==> src/sv/websocket_client_frame_encoder_macros.svh <==
// ---------------------------------------------------------------------------
// websocket client frame encoder assertion macros
// shared concurrent assertion helpers, empty when SYNTHESIS is defined
// ---------------------------------------------------------------------------
`ifndef WEBSOCKET_CLIENT_FRAME_ENCODER_MACROS_SVH
`define WEBSOCKET_CLIENT_FRAME_ENCODER_MACROS_SVH

`ifndef SYNTHESIS
// same-cycle implication
`define WSCFE_ASSERT_IMP(label, clk, rst, ante, cons) \
  label: assert property (@(posedge clk) disable iff (rst) (ante) |-> (cons)) \
    else $error("wscfe assertion failed");
// next-cycle implication
`define WSCFE_ASSERT_NEXT(label, clk, rst, ante, cons) \
  label: assert property (@(posedge clk) disable iff (rst) (ante) |=> (cons)) \
    else $error("wscfe assertion failed");
`else
`define WSCFE_ASSERT_IMP(label, clk, rst, ante, cons)
`define WSCFE_ASSERT_NEXT(label, clk, rst, ante, cons)
`endif

`endif

==> src/sv/wscfe_pkg.sv <==
// ---------------------------------------------------------------------------
// wscfe_pkg
// types and constants of the websocket client frame encoder
// ---------------------------------------------------------------------------
`default_nettype none

package wscfe_pkg;

  localparam int MaxRun = 8;
  localparam int CntW   = $clog2(MaxRun + 1);

  typedef enum logic [1:0] {
    CMD_START = 2'd0,
    CMD_BYTE  = 2'd1,
    CMD_CLOSE = 2'd2
  } cmd_t;

  typedef enum logic [1:0] {
    STATUS_OK        = 2'd0,
    STATUS_TOO_LARGE = 2'd1,
    STATUS_UNEXPECTED = 2'd2
  } status_t;

  localparam logic [7:0]  HDR_TEXT    = 8'h81;
  localparam logic [7:0]  HDR_CLOSE   = 8'h88;
  localparam logic [7:0]  LEN_MASKED  = 8'h80;
  localparam logic [7:0]  LEN_EXT16   = 8'hFE;
  localparam logic [11:0] SHORT_LIMIT = 12'd126;

  typedef struct packed {
    logic [7:0] out_byte;
    logic       byte_valid;
    logic       frame_end;
    status_t    status;
  } result_t;

  // one input's worth of results, entry 0 goes out first
  typedef struct packed {
    result_t [MaxRun-1:0] entries;
    logic [CntW-1:0]      count;
  } run_t;

  function automatic logic [7:0] mask_byte(input logic [31:0] key, input logic [1:0] idx);
    logic [7:0] b;
    case (idx)
      2'd0:    b = key[31:24];
      2'd1:    b = key[23:16];
      2'd2:    b = key[15:8];
      default: b = key[7:0];
    endcase
    return b;
  endfunction

  function automatic result_t frame_byte(input logic [7:0] b, input logic last);
    result_t r;
    r.out_byte   = b;
    r.byte_valid = 1'b1;
    r.frame_end  = last;
    r.status     = STATUS_OK;
    return r;
  endfunction

  function automatic result_t status_only(input status_t s);
    result_t r;
    r.out_byte   = 8'd0;
    r.byte_valid = 1'b0;
    r.frame_end  = 1'b0;
    r.status     = s;
    return r;
  endfunction

endpackage

`default_nettype wire

==> src/sv/wscfe_frame_ctrl.sv <==
// ---------------------------------------------------------------------------
// wscfe_frame_ctrl
// input register, frame state and decode of one command into a byte run
// ---------------------------------------------------------------------------
`default_nettype none
`include "websocket_client_frame_encoder_macros.svh"

module wscfe_frame_ctrl #(
  parameter int MAX_PAYLOAD = 4096
) (
  input  wire logic         clk,
  input  wire logic         rst,
  input  wire logic         in_valid,
  output logic              in_ready,
  input  wire logic [1:0]   command,
  input  wire logic [11:0]  payload_length,
  input  wire logic [31:0]  mask_key,
  input  wire logic [7:0]   data_byte,
  input  wire logic         emit_free,
  output logic              run_load,
  output wscfe_pkg::run_t   run
);
  import wscfe_pkg::*;

  logic        item_vld;
  cmd_t        item_cmd;
  logic [11:0] item_len;
  logic [31:0] item_key;
  logic [7:0]  item_data;

  logic [11:0] bytes_left, bytes_left_next;
  logic [1:0]  mask_index, mask_index_next;
  logic [31:0] held_mask, held_mask_next;
  logic        in_frame, in_frame_next;

  logic        last_byte;
  logic        empty_len;

  assign in_ready = !item_vld || emit_free;
  assign run_load = item_vld && emit_free;

  always_ff @(posedge clk) begin
    if (rst) begin
      item_vld <= 1'b0;
    end else if (in_ready) begin
      item_vld <= in_valid;
    end
  end

  always_ff @(posedge clk) begin
    if (in_valid && in_ready) begin
      item_cmd  <= cmd_t'(command);
      item_len  <= payload_length;
      item_key  <= mask_key;
      item_data <= data_byte;
    end
  end

  always_ff @(posedge clk) begin
    if (rst) begin
      bytes_left <= '0;
      mask_index <= '0;
      held_mask  <= '0;
      in_frame   <= 1'b0;
    end else if (run_load) begin
      bytes_left <= bytes_left_next;
      mask_index <= mask_index_next;
      held_mask  <= held_mask_next;
      in_frame   <= in_frame_next;
    end
  end

  assign last_byte = (bytes_left <= 12'd1);
  assign empty_len = (item_len == 12'd0);

  always_comb begin
    run             = '0;
    bytes_left_next = bytes_left;
    mask_index_next = mask_index;
    held_mask_next  = held_mask;
    in_frame_next   = in_frame;
    case (item_cmd)
      CMD_START: begin
        if (int'(item_len) >= MAX_PAYLOAD) begin
          run.entries[0] = status_only(STATUS_TOO_LARGE);
          run.count      = CntW'(1);
        end else begin
          run.entries[0] = frame_byte(HDR_TEXT, 1'b0);
          if (item_len < SHORT_LIMIT) begin
            run.entries[1] = frame_byte(LEN_MASKED | {1'b0, item_len[6:0]}, 1'b0);
            for (int i = 0; i < 4; i++) begin
              run.entries[2+i] = frame_byte(mask_byte(item_key, 2'(i)),
                                            empty_len && (i == 3));
            end
            run.count = CntW'(6);
          end else begin
            run.entries[1] = frame_byte(LEN_EXT16, 1'b0);
            run.entries[2] = frame_byte({4'd0, item_len[11:8]}, 1'b0);
            run.entries[3] = frame_byte(item_len[7:0], 1'b0);
            for (int i = 0; i < 4; i++) begin
              run.entries[4+i] = frame_byte(mask_byte(item_key, 2'(i)), 1'b0);
            end
            run.count = CntW'(8);
          end
          held_mask_next  = item_key;
          mask_index_next = 2'd0;
          bytes_left_next = item_len;
          in_frame_next   = !empty_len;
        end
      end
      CMD_BYTE: begin
        run.count = CntW'(1);
        if (!in_frame) begin
          run.entries[0] = status_only(STATUS_UNEXPECTED);
        end else begin
          run.entries[0] = frame_byte(item_data ^ mask_byte(held_mask, mask_index),
                                      last_byte);
          mask_index_next = mask_index + 2'd1;
          if (last_byte) begin
            bytes_left_next = '0;
            in_frame_next   = 1'b0;
          end else begin
            bytes_left_next = bytes_left - 12'd1;
          end
        end
      end
      CMD_CLOSE: begin
        run.entries[0] = frame_byte(HDR_CLOSE, 1'b0);
        run.entries[1] = frame_byte(LEN_MASKED, 1'b0);
        for (int i = 0; i < 4; i++) begin
          run.entries[2+i] = frame_byte(mask_byte(item_key, 2'(i)), i == 3);
        end
        run.count       = CntW'(6);
        bytes_left_next = '0;
        mask_index_next = 2'd0;
        in_frame_next   = 1'b0;
      end
      default: begin
        run.count = '0;
      end
    endcase
  end

  // an idle encoder expects no payload, an open frame always expects some
  `WSCFE_ASSERT_IMP(a_idle_no_bytes, clk, rst, !in_frame, bytes_left == 12'd0)
  `WSCFE_ASSERT_IMP(a_open_has_bytes, clk, rst, in_frame, bytes_left != 12'd0)
  `WSCFE_ASSERT_IMP(a_load_has_item, clk, rst, run_load, run.count <= CntW'(MaxRun))

endmodule

`default_nettype wire

==> src/sv/wscfe_byte_emit.sv <==
// ---------------------------------------------------------------------------
// wscfe_byte_emit
// run buffer that shifts out one result per cycle into the output register while the output is not stalled
// ---------------------------------------------------------------------------
`default_nettype none
`include "websocket_client_frame_encoder_macros.svh"

module wscfe_byte_emit (
  input  wire logic              clk,
  input  wire logic              rst,
  input  wire logic              run_load,
  input  wire wscfe_pkg::run_t   run,
  output logic                   emit_free,
  output logic                   out_valid,
  input  wire logic              out_ready,
  output wscfe_pkg::result_t     out_res
);
  import wscfe_pkg::*;

  result_t [MaxRun-1:0] pending;
  logic [CntW-1:0]      pending_cnt;
  logic                 advance;

  assign advance   = (pending_cnt != '0) && (!out_valid || out_ready);
  assign emit_free = (pending_cnt == '0) || ((pending_cnt == CntW'(1)) && advance);

  always_ff @(posedge clk) begin
    if (rst) begin
      pending_cnt <= '0;
    end else if (run_load) begin
      pending_cnt <= run.count;
    end else if (advance) begin
      pending_cnt <= pending_cnt - CntW'(1);
    end
  end

  always_ff @(posedge clk) begin
    if (run_load) begin
      pending <= run.entries;
    end else if (advance) begin
      for (int i = 0; i < MaxRun - 1; i++) begin
        pending[i] <= pending[i+1];
      end
      pending[MaxRun-1] <= '0;
    end
  end

  always_ff @(posedge clk) begin
    if (rst) begin
      out_valid <= 1'b0;
    end else if (advance) begin
      out_valid <= 1'b1;
    end else if (out_ready) begin
      out_valid <= 1'b0;
    end
  end

  always_ff @(posedge clk) begin
    if (advance) begin
      out_res <= pending[0];
    end
  end

  `WSCFE_ASSERT_IMP(a_cnt_range, clk, rst, 1'b1, pending_cnt <= CntW'(MaxRun))
  `WSCFE_ASSERT_NEXT(a_cnt_step, clk, rst, advance && !run_load,
                     pending_cnt == $past(pending_cnt) - CntW'(1))
  `WSCFE_ASSERT_IMP(a_end_is_byte, clk, rst, out_valid && out_res.frame_end,
                    out_res.byte_valid && (out_res.status == STATUS_OK))
  `WSCFE_ASSERT_IMP(a_status_only, clk, rst, out_valid && !out_res.byte_valid,
                    (out_res.out_byte == 8'd0) && (out_res.status != STATUS_OK))

endmodule

`default_nettype wire

==> src/sv/websocket_client_frame_encoder.sv <==
// ---------------------------------------------------------------------------
// websocket_client_frame_encoder
// masked client-to-server websocket frame byte stream builder
// ---------------------------------------------------------------------------
// a taken command passes the input register and the run buffer before its first result reaches the output register
// throughput: one result per cycle while the output is not stalled; payload commands go in at one per cycle
// a start command yields 6 or 8 header bytes, or one status result if too large,
// a close 6, each blocking input only until its last byte moves into the output register
// reset: synchronous, clears the frame state, the run buffer and both valids
`default_nettype none

module websocket_client_frame_encoder #(
  parameter int MAX_PAYLOAD = 4096
) (
  input  wire logic        clk,
  input  wire logic        rst,
  input  wire logic        in_valid,
  output logic             in_ready,
  input  wire logic [1:0]  command,
  input  wire logic [11:0] payload_length,
  input  wire logic [31:0] mask_key,
  input  wire logic [7:0]  data_byte,
  output logic             out_valid,
  input  wire logic        out_ready,
  output logic [7:0]       out_byte,
  output logic             byte_valid,
  output logic             frame_end,
  output logic [1:0]       status
);
  import wscfe_pkg::*;

  logic    emit_free;
  logic    run_load;
  run_t    run;
  result_t out_res;

  wscfe_frame_ctrl #(
    .MAX_PAYLOAD(MAX_PAYLOAD)
  ) u_frame_ctrl (
    .clk            (clk),
    .rst            (rst),
    .in_valid       (in_valid),
    .in_ready       (in_ready),
    .command        (command),
    .payload_length (payload_length),
    .mask_key       (mask_key),
    .data_byte      (data_byte),
    .emit_free      (emit_free),
    .run_load       (run_load),
    .run            (run)
  );

  wscfe_byte_emit u_byte_emit (
    .clk       (clk),
    .rst       (rst),
    .run_load  (run_load),
    .run       (run),
    .emit_free (emit_free),
    .out_valid (out_valid),
    .out_ready (out_ready),
    .out_res   (out_res)
  );

  assign out_byte   = out_res.out_byte;
  assign byte_valid = out_res.byte_valid;
  assign frame_end  = out_res.frame_end;
  assign status     = out_res.status;

endmodule

`default_nettype wire
==> config.mk <==
export PLATFORM = sky130hd
export DESIGN_NAME = websocket_client_frame_encoder
export DESIGN_NICKNAME = d
export VERILOG_FILES = /design/src/sv/wscfe_pkg.sv /design/src/sv/wscfe_frame_ctrl.sv /design/src/sv/wscfe_byte_emit.sv /design/src/sv/websocket_client_frame_encoder.sv
export VERILOG_INCLUDE_DIRS = /design/src /design/src/sv
export SDC_FILE = /design/constraint.sdc
export NUM_CORES = 1
export LEC_CHECK = 0
export BUFFER_PORTS_ARGS = -buffer_cell sky130_fd_sc_hd__buf_2
export CORE_UTILIZATION = 45
export DETAILED_ROUTE_END_ITERATION = 16
export GPL_TIMING_DRIVEN = 0
export SYNTH_ARGS = -nofsm -noshare
export SYNTH_HDL_FRONTEND = slang
export SYNTH_SLANG_ARGS = --single-unit
==> constraint.sdc <==
create_clock -name clk -period 3.73 [get_ports clk]
set_input_delay 0.1865 -clock clk [delete_from_list [all_inputs] [get_ports clk]]
set_output_delay 0.1865 -clock clk [all_outputs]
set_load 0.1 [all_outputs]
==> summary.txt, run 1 <==
Status
  • Result of the run: finished, final reports clean

Timing
  • Final setup margin: 0.715 ns
  • Transition time at the pin with the least slew margin: 1.25 ns
  • Hold_ws: 0.289 ns
  • Final setup violation count: 0
  • Post-route setup TNS: 0 ns
  • Worst setup skew after layout: 0.0172 ns
  • Highest achievable clock rate: 332 MHz
  • Fin crit period: 3.02 ns
  • Worst max-slew margin expressed relative to the limit: 15.8%
  • Final Max Slew Viols: 0
  • Count of endpoints failing hold in the final timing report: 0
  • Fin crit share: 80.8%
  • Unrepaired setup endpoints after global routing: false

Final layout
  • Diodes inserted: 0
  • Count of nets after finishing: 952
  • Filler cell count in the final layout: 1590
  • Total area of sequential cells: 0.00539 mm²
  • Post-layout instance count excluding filler cells: 1124
  • Proportion of layout cells with a drive suffix above 1: 12.7%
  • Cell area after layout: 0.0102 mm²
  • Area Overhead vs Synth: 22.0%
  • Layout Utilization: 56.3%
  • Multi-input combinational cell area: 0.00271 mm²

Die
  • Die area: 0.0190 mm²
  • Core Region: 0.0180 mm²
  • Height of the chip: 138 µm
  • Number of placement rows: 49
  • Initial Util: 46.2%
  • I/O pins: 72
  • Horiz. Die Dim: 138 µm

Logic synthesis
  • List of most frequent post-synthesis cells: nand2_1 (148), edfxtp_1 (144), o21ai_0 (59)
  • Share of synthesized flip-flops with an asynchronous set or reset: 0%
  • Cells after synthesis: 737
  • Synth Area in Simple Gates: 13.9%
  • Post-synthesis xor/xnor area fraction: 0.947%
  • Share of the yosys chip area belonging to registers: 64.7%
  • Compound-gate portion of the synthesized area: 15.5%
  • Share of synthesized area spent on multiplexers: 0.135%
  • Nets in the synthesized netlist: 807
  • Netlist cell types: 59
  • Combined area of all synthesized cells: 0.00832 mm²
  • Top cells by area in the synthesized netlist: edfxtp_1 (52%), dfxtp_1 (13%), nand2_1 (6.7%), o21ai_0 (3.5%), a21oi_1 (3.1%)
  • Average cell area after synthesis: 11.3 µm²
  • Cell type contributing the most total cell area after synthesis: edfxtp_1
  • Fraction of the mapped netlist area in adder cells: 1.80%
  • Most repeated cell in the gate-level netlist after synthesis: nand2_1
  • Yosys warning count: 0
  • Synth top area share: 51.9%
  • Main combinational cell family by area after synthesis: compound AO/OA/AOI/OAI gates
  • Main synth FF type: edfxtp_1
  • Flops & latches, synth: 197
  • Number of enable flip-flop cells after synthesis: 144

Job
  • Max-cap violation count: 0

Routing
  • Via count normalized by instance count: 5.55
  • Number of design-rule violations left by the first detailed-router iteration: 608
  • Routed wire length: 22100 µm
  • Post-route antenna net violation count: 0
  • Detailed-route DRC error count: 0
  • Wire length per cell: 19.6 µm
  • Via count of the routed design: 6238
  • First-pass iteration count of the detailed router: 6

Pwr
  • Internal power of the cells: 4.93 mW
  • Combinational group share of total power: 28.9%
  • Ratio of total power to cell area: 756 mW/mm²
  • Net Sw Power: 2.74 mW
  • Maximum VDD drop: 0.000823 V
  • Cell leakage power: 3.77 nW
  • Switching power share of the total: 35.7%
  • Clock share of power: 24.0%
  • Total Power Consumption: 7.68 mW
  • Seq pwr share: 47.1%

Placed design
  • Cell area after placement: 0.00900 mm²
  • Port buffer count: 69
  • Final HPWL from detailed placement: 14900 µm
  • Setup slack at placement: 0.768 ns
  • Weighted congestion reported at the end of routability-driven placement: 0.887
  • Number of placed instances, taps included: 1036

Critical path
  • Crit path arrival time: 3.18 ns
  • Capturing element type of the critical path: flip-flop
  • Kind of start point of the critical path: flip-flop
  • Critical path start-end classification: reg -> reg
  • Critical Path RT: 3.89 ns
  • Worst-path maximum fanout: 10

Global routing
  • Maximum number of pins on one net before global-route repair: 55
  • GRT Total Usage: 23.7%
  • Via count of the first global-routing pass: 5976
  • Wire length of the first global-routing pass: 34100 µm
  • Remaining global-route overflow: 0
  • Antenna violations before repair: 0

Worst hold path
  • Hold WC Path Type: in -> reg

Clock tree
  • Clock sink count: 197
  • Buffers from clock root to sink, at most: 2
  • Number of levels the H-tree was split into: 4
  • Worst-skew pair later-pin latency: 0.44 ns
  • Num CTS Buffers: 17
  • TritonCTS clock tree: yes
  • Clk slew on worst S/H paths: 0.07 ns
  • Root cell of the clock tree: clkbuf_16
## cell type report
type,instances,area share (%)
clock buffers,19,4.26
well taps,229,2.82
plain buffers,47,1.84
clock inverters,13,1.44
flip-flops and latches,197,53.0
repair buffers,126,9.29
multi-input cells,477,26.7
inverters,16,0.592
## logic make-up (layout without fill, tap and decap cells)
group                      after synthesis  count (layout)
buffers and inverters                   63             221
other                                    1               1
and+or+nand+nor                        255             255
muxes                                    1               1
AOI/OAI and AO/OA                      199             199
adders and majority gates               12              12
DFF                                    197             197
xor gates and xnor gates                 9               9
## final timing paths
kind | from | endpoint | slack [ns] | cells past startpoint
max reg2reg | u_byte_emit.pending_cnt[0] | u_byte_emit.pending[67] | 0.71 | 8
min reg2reg | u_byte_emit.pending[1] | u_byte_emit.out_res[1] | 0.42 | 0
min | rst | u_frame_ctrl.bytes_left[7] | 0.29 | 3
max | u_byte_emit.pending_cnt[0] | u_byte_emit.pending[67] | 0.71 | 8
## power by group through the flow
stage / Sequential (mW) / Clock (mW) / Combinational [mW]
3_5_place_dp: 3.66 / 0 / 2.16
5_1_grt: 3.68 / 1.95 / 2.40
4_1_cts: 3.62 / 1.86 / 2.21
3_3_place_gp: 3.66 / 0 / 2.07
6_report: 3.61 / 1.84 / 2.22
2_1_floorplan: 4.05 / 0 / 1.11
## state kept, by name, indices dropped and copies added, names as in the netlist
name / flops
u_frame_ctrl.item_len: 12
u_byte_emit.pending: 79
u_frame_ctrl.mask_index: 2
u_byte_emit.out_valid: 1
u_frame_ctrl.bytes_left: 12
u_frame_ctrl.in_frame: 1
u_frame_ctrl.item_cmd: 2
u_byte_emit.out_res: 11
u_frame_ctrl.held_mask: 32
u_byte_emit.pending_cnt: 4
u_frame_ctrl.item_key: 32
u_frame_ctrl.item_data: 8
u_frame_ctrl.item_vld: 1
## placed cells by master, fill, tap and decap left out, types with 12 or more instances in the layout
cell           instances
a21oi_1               51
o21ai_0               59
ha_1                  12
and2_1                17
inv_1                 16
nand2_1              148
nor2_1                28
dfxtp_1               53
edfxtp_1             144
clkbuf_16             17
a22oi_1               25
buf_2                 71
dlygate4sd3_1         55
nand3_1               14
clkbuf_1              40
## worst max-delay path: stages, from the launching register on
cell	delay [ns]
dfxtp_1	0.44
inv_1	0.08
ha_1	0.19
buf_2	0.17
or3b_1	0.43
o2111a_1	0.28
o21ai_1	0.42
clkbuf_1	0.50
o21ai_0	0.22
## timing repair
action                    in CTS  in global routing
hold buffers                  55                  0
resized for setup              0                  0
hold endpoints to repair      55                  0
buffers inserted               0                  0
## routing by layer
layer	global-route usage (%)	vias to the layer above	wire length (µm)
met5	0	-	0
met4	8.04	0	426
met3	4.02	28	1120
met2	37.6	216	10400
met1	33.0	3014	10100
li1	-	2980	-
Note: power is estimated with default switching activity, not from simulation.
==> run 2: changes to the inputs <==
- ABC_AREA: unset -> 1
- clock period: 3.73 -> 3.08 ns (I/O delays scaled with it)
==> run 2 against run 1 <==
Worst hold slack worse by 0.20 ns; combinational power up 41%; non-clock buffer count decreased by 2; sequential power rose by 24%; core utilization about the same; clock-buffer cell count is 1 higher; die area increased by 5.4%; critical path depth up 1; global-route usage up 0.43 points; worst setup slack better by 0.060 ns; clock power rose by 20%; routed wire length is 4.8% higher.
==> summary.txt, run 2 <==
Die
  • Die area: 0.0201 mm² (+5.4%)
  • Initial Util: 46.5% (+0.27 points)
  • Horiz. Die Dim: 142 µm (+2.6%)
  • Number of placement rows: 50 (+2.0%)
  • I/O pins: 72 (unchanged)
  • Height of the chip: 142 µm (+2.6%)
  • Core Region: 0.0189 mm² (+4.8%)

Pwr
  • Combinational group share of total power: 32.0% (+3.1 points)
  • Internal power of the cells: 6.12 mW (+24%)
  • Seq pwr share: 45.5% (-1.6 points)
  • Maximum VDD drop: 0.000444 V (-46%)
  • Ratio of total power to cell area: 921 mW/mm² (+22%)
  • Net Sw Power: 3.68 mW (+34%)
  • Clock share of power: 22.5% (-1.5 points)
  • Cell leakage power: 4.69 nW (+24%)
  • Total Power Consumption: 9.80 mW (+28%)
  • Switching power share of the total: 37.6% (+1.9 points)

Final layout
  • Largest reg by FF count: u_byte_emit.pending
  • Area Overhead vs Synth: 21.3%
  • Count of nets after finishing: 1165 (+22%)
  • Commonest cells after routing, fill and taps aside: nand2_1 (299), edfxtp_1 (144), nand3_1 (102), nor2_1 (96), buf_2 (90)
  • Filler cell count in the final layout: 1673 (+5.2%)
  • Post-layout instance count excluding filler cells: 1368 (+22%)
  • Most common library cell in the layout ignoring fill and taps: nand2_1
  • Number of flip-flops under the largest register name: 79 (unchanged)
  • Diodes inserted: 0 (unchanged)
  • Proportion of layout cells with a drive suffix above 1: 13.6% (+0.89 points)
  • Largest registers ranked by flip-flop count: u_byte_emit.pending x79, u_frame_ctrl.held_mask x32, u_frame_ctrl.item_key x32

Global routing
  • Via count of the first global-routing pass: 6466 (+8.2%)
  • Maximum number of pins on one net before global-route repair: 59 (+7.3%)
  • Antenna violations before repair: 0 (unchanged)
  • GRT Total Usage: 24.1% (+0.43 points)
  • Remaining global-route overflow: 0 (unchanged)
  • Wire length of the first global-routing pass: 35500 µm (+4.2%)

Logic synthesis
  • Number of enable flip-flop cells after synthesis: 144 (unchanged)
  • Netlist cell types: 33 (-44%)
  • Combined area of all synthesized cells: 0.00878 mm² (+5.4%)
  • Synth top area share: 49.3% (-2.7 points)
  • Nets in the synthesized netlist: 1019 (+26%)
  • Top cells by area in the synthesized netlist: edfxtp_1 (49%), nand2_1 (13%), dfxtp_1 (12%), nand3_1 (5.9%), nor2_1 (4.1%)
  • Cells after synthesis: 949 (+29%)
  • Cell type contributing the most total cell area after synthesis: edfxtp_1
  • Average cell area after synthesis: 9.25 µm² (-18%)
  • Yosys warning count: 0 (unchanged)
  • Main synth FF type: edfxtp_1
  • Flops & latches, synth: 197 (unchanged)
  • Share of synthesized flip-flops with an asynchronous set or reset: 0% (unchanged)
  • Share of the yosys chip area belonging to registers: 61.4% (-3.3 points)
  • Most repeated cell in the gate-level netlist after synthesis: nand2_1
  • List of most frequent post-synthesis cells: nand2_1 (300), edfxtp_1 (144), nand3_1 (103)

Clock tree
  • Root cell of the clock tree: clkbuf_16
  • Worst-skew pair later-pin latency: 0.44 ns (about the same)
  • Number of gates given a new drive strength after cts: 0 (unchanged)
  • Num CTS Buffers: 17 (unchanged)
  • Buffer count from post-CTS setup fixing: 0 (unchanged)
  • Clk slew on worst S/H paths: 0.07 ns (about the same)
  • Clock sink count: 197 (unchanged)
  • Buffers from clock root to sink, at most: 2 (unchanged)
  • CTS Hold Bufs: 55 (unchanged)
  • Number of levels the H-tree was split into: 4 (unchanged)
  • TritonCTS clock tree: yes

Routing
  • Via count normalized by instance count: 5.06 (-8.8%)
  • Routed wire length: 23100 µm (+4.8%)
  • First-pass iteration count of the detailed router: 6 (unchanged)
  • Wire length per cell: 16.9 µm (-14%)
  • Number of design-rule violations left by the first detailed-router iteration: 567 (-6.7%)
  • Post-route antenna net violation count: 0 (unchanged)
  • Detailed-route DRC error count: 0 (unchanged)
  • Via count of the routed design: 6924 (+11%)

Critical path
  • Crit path arrival time: 2.50 ns (-0.68 ns)
  • Critical Path RT: 3.28 ns (-0.61 ns)
  • Worst-path maximum fanout: 10 (unchanged)
  • Critical path start-end classification: reg -> reg
  • Number of cell instances on the worst register-to-register path: 9 (+1)
  • Kind of start point of the critical path: flip-flop
  • Capturing element type of the critical path: flip-flop

Placed design
  • Weighted congestion reported at the end of routability-driven placement: 0.920 (+3.8%)
  • Port buffer count: 70 (+1.4%)
  • Number of placed instances, taps included: 1281 (+24%)
  • Final HPWL from detailed placement: 16600 µm (+11%)

Timing
  • Post-route setup TNS: 0 ns (unchanged)
  • Fin crit share: 74.8% (-6.0 points)
  • Highest achievable clock rate: 434 MHz (+31%)
  • Worst setup skew after layout: 0.00979 ns (-0.00740 ns)
  • Worst max-slew margin expressed relative to the limit: 58.4% (+43 points)
  • Unrepaired setup endpoints after global routing: false
  • Final setup violation count: 0 (unchanged)
  • Final Max Slew Viols: 0 (unchanged)
  • Fin crit period: 2.30 ns (-0.710 ns)
  • Count of endpoints failing hold in the final timing report: 0 (unchanged)
  • Transition time at the pin with the least slew margin: 0.623 ns (-0.631 ns)
  • Hold_ws: 0.0839 ns (-0.205 ns)

Status
  • Result of the run: finished, final reports clean

Worst hold path
  • Hold WC Path Type: in -> reg
  • Hold Path Depth: 6 (+3)

Job
  • Max-cap violation count: 0 (unchanged)
[run 2: cell count changes in the layout (fill, tap and decap cells not counted), moves of 8 or more]
cell      before  now
nand2_1      148  299
nand3_1       14  102
nor2_1        28   96
inv_1         16   59
clkbuf_1      40   11
a22oi_1       25    0
buf_2         71   90
and2_1        17    0
o21ai_0       59   44
nand4_1        3   12
a222oi_1       8    0
[run 2: power groups by stage]
stage | clock network, mW | registers, mW | logic (mW)
finish | 2.20 | 4.46 | 3.14
global route | 2.34 | 4.54 | 3.46
CTS | 2.23 | 4.46 | 3.14
detailed placement | 0 | 4.51 | 3.07
global placement | 0 | 4.56 | 2.95
floorplan | 0 | 5.01 | 1.76
[run 2: path summary, 6_finish.rpt]
kind	from	slack, ns	endpoint
worst max-delay path	u_frame_ctrl.item_cmd[0]	0.78	u_byte_emit.pending[58]
worst min-delay path	out_ready	0.08	u_byte_emit.out_valid
worst max register to register	u_frame_ctrl.item_cmd[0]	0.78	u_byte_emit.pending[58]
worst min register to register	u_byte_emit.pending[11]	0.42	u_byte_emit.out_res[11]
[run 2: cell families (layout without fill, tap and decap cells)]
family	count (synthesis)	in the layout	synth area share [%]
buffers and inverters	108	267	5.43
DFF	197	197	61.4
AOI/OAI and AO/OA	97	97	5.74
other	1	1	0.0427
xor gates and xnor gates	7	7	0.699
adders and majority gates	12	12	1.71
and+or+nand+nor	527	527	25.0
[run 2: cell type report]
type,instances,area (µm²),share of cell area [%]
inverters,64,240,2.26
repair buffers,127,948,8.91
plain buffers,44,236,2.22
multi-input cells,644,2930,27.5
flip-flops and latches,197,5390,50.6
clock buffers,20,447,4.20
clock inverters,12,134,1.26
well taps,260,325,3.06
[run 2: worst max-delay path, stage by stage, from the launching register on]
cell and delay, ns:
edfxtp_1 0.46, inv_1 0.11, ha_1 0.29, nor2_2 0.41, inv_2 0.19, clkbuf_1 0.28
nand3_1 0.14, nand2_1 0.05, nand2_1 0.06, nand2_1 0.05
[run 2: stage by stage]
stage / setup WS [ns] / area [µm²] / util (%)
final: 0.775 / 10600 / 56.3
after global routing: 0.632 / 10600 / 56.3
after CTS: 0.764 / 10600 / 56.3
after detailed placement: 0.799 / 9510 / 50.4
after global placement: 0.0571 / 9460 / 50.1
after floorplan: 0.266 / 8790 / -
[run 2: layer usage]
layer  global-route usage [%]  wire (µm)  up-vias
met5                        0          0        -
met4                     8.83        600        0
met3                     4.02       1220       34
met2                     41.4      11400      233
met1                     30.7       9920     3212
li1                         -          -     3445
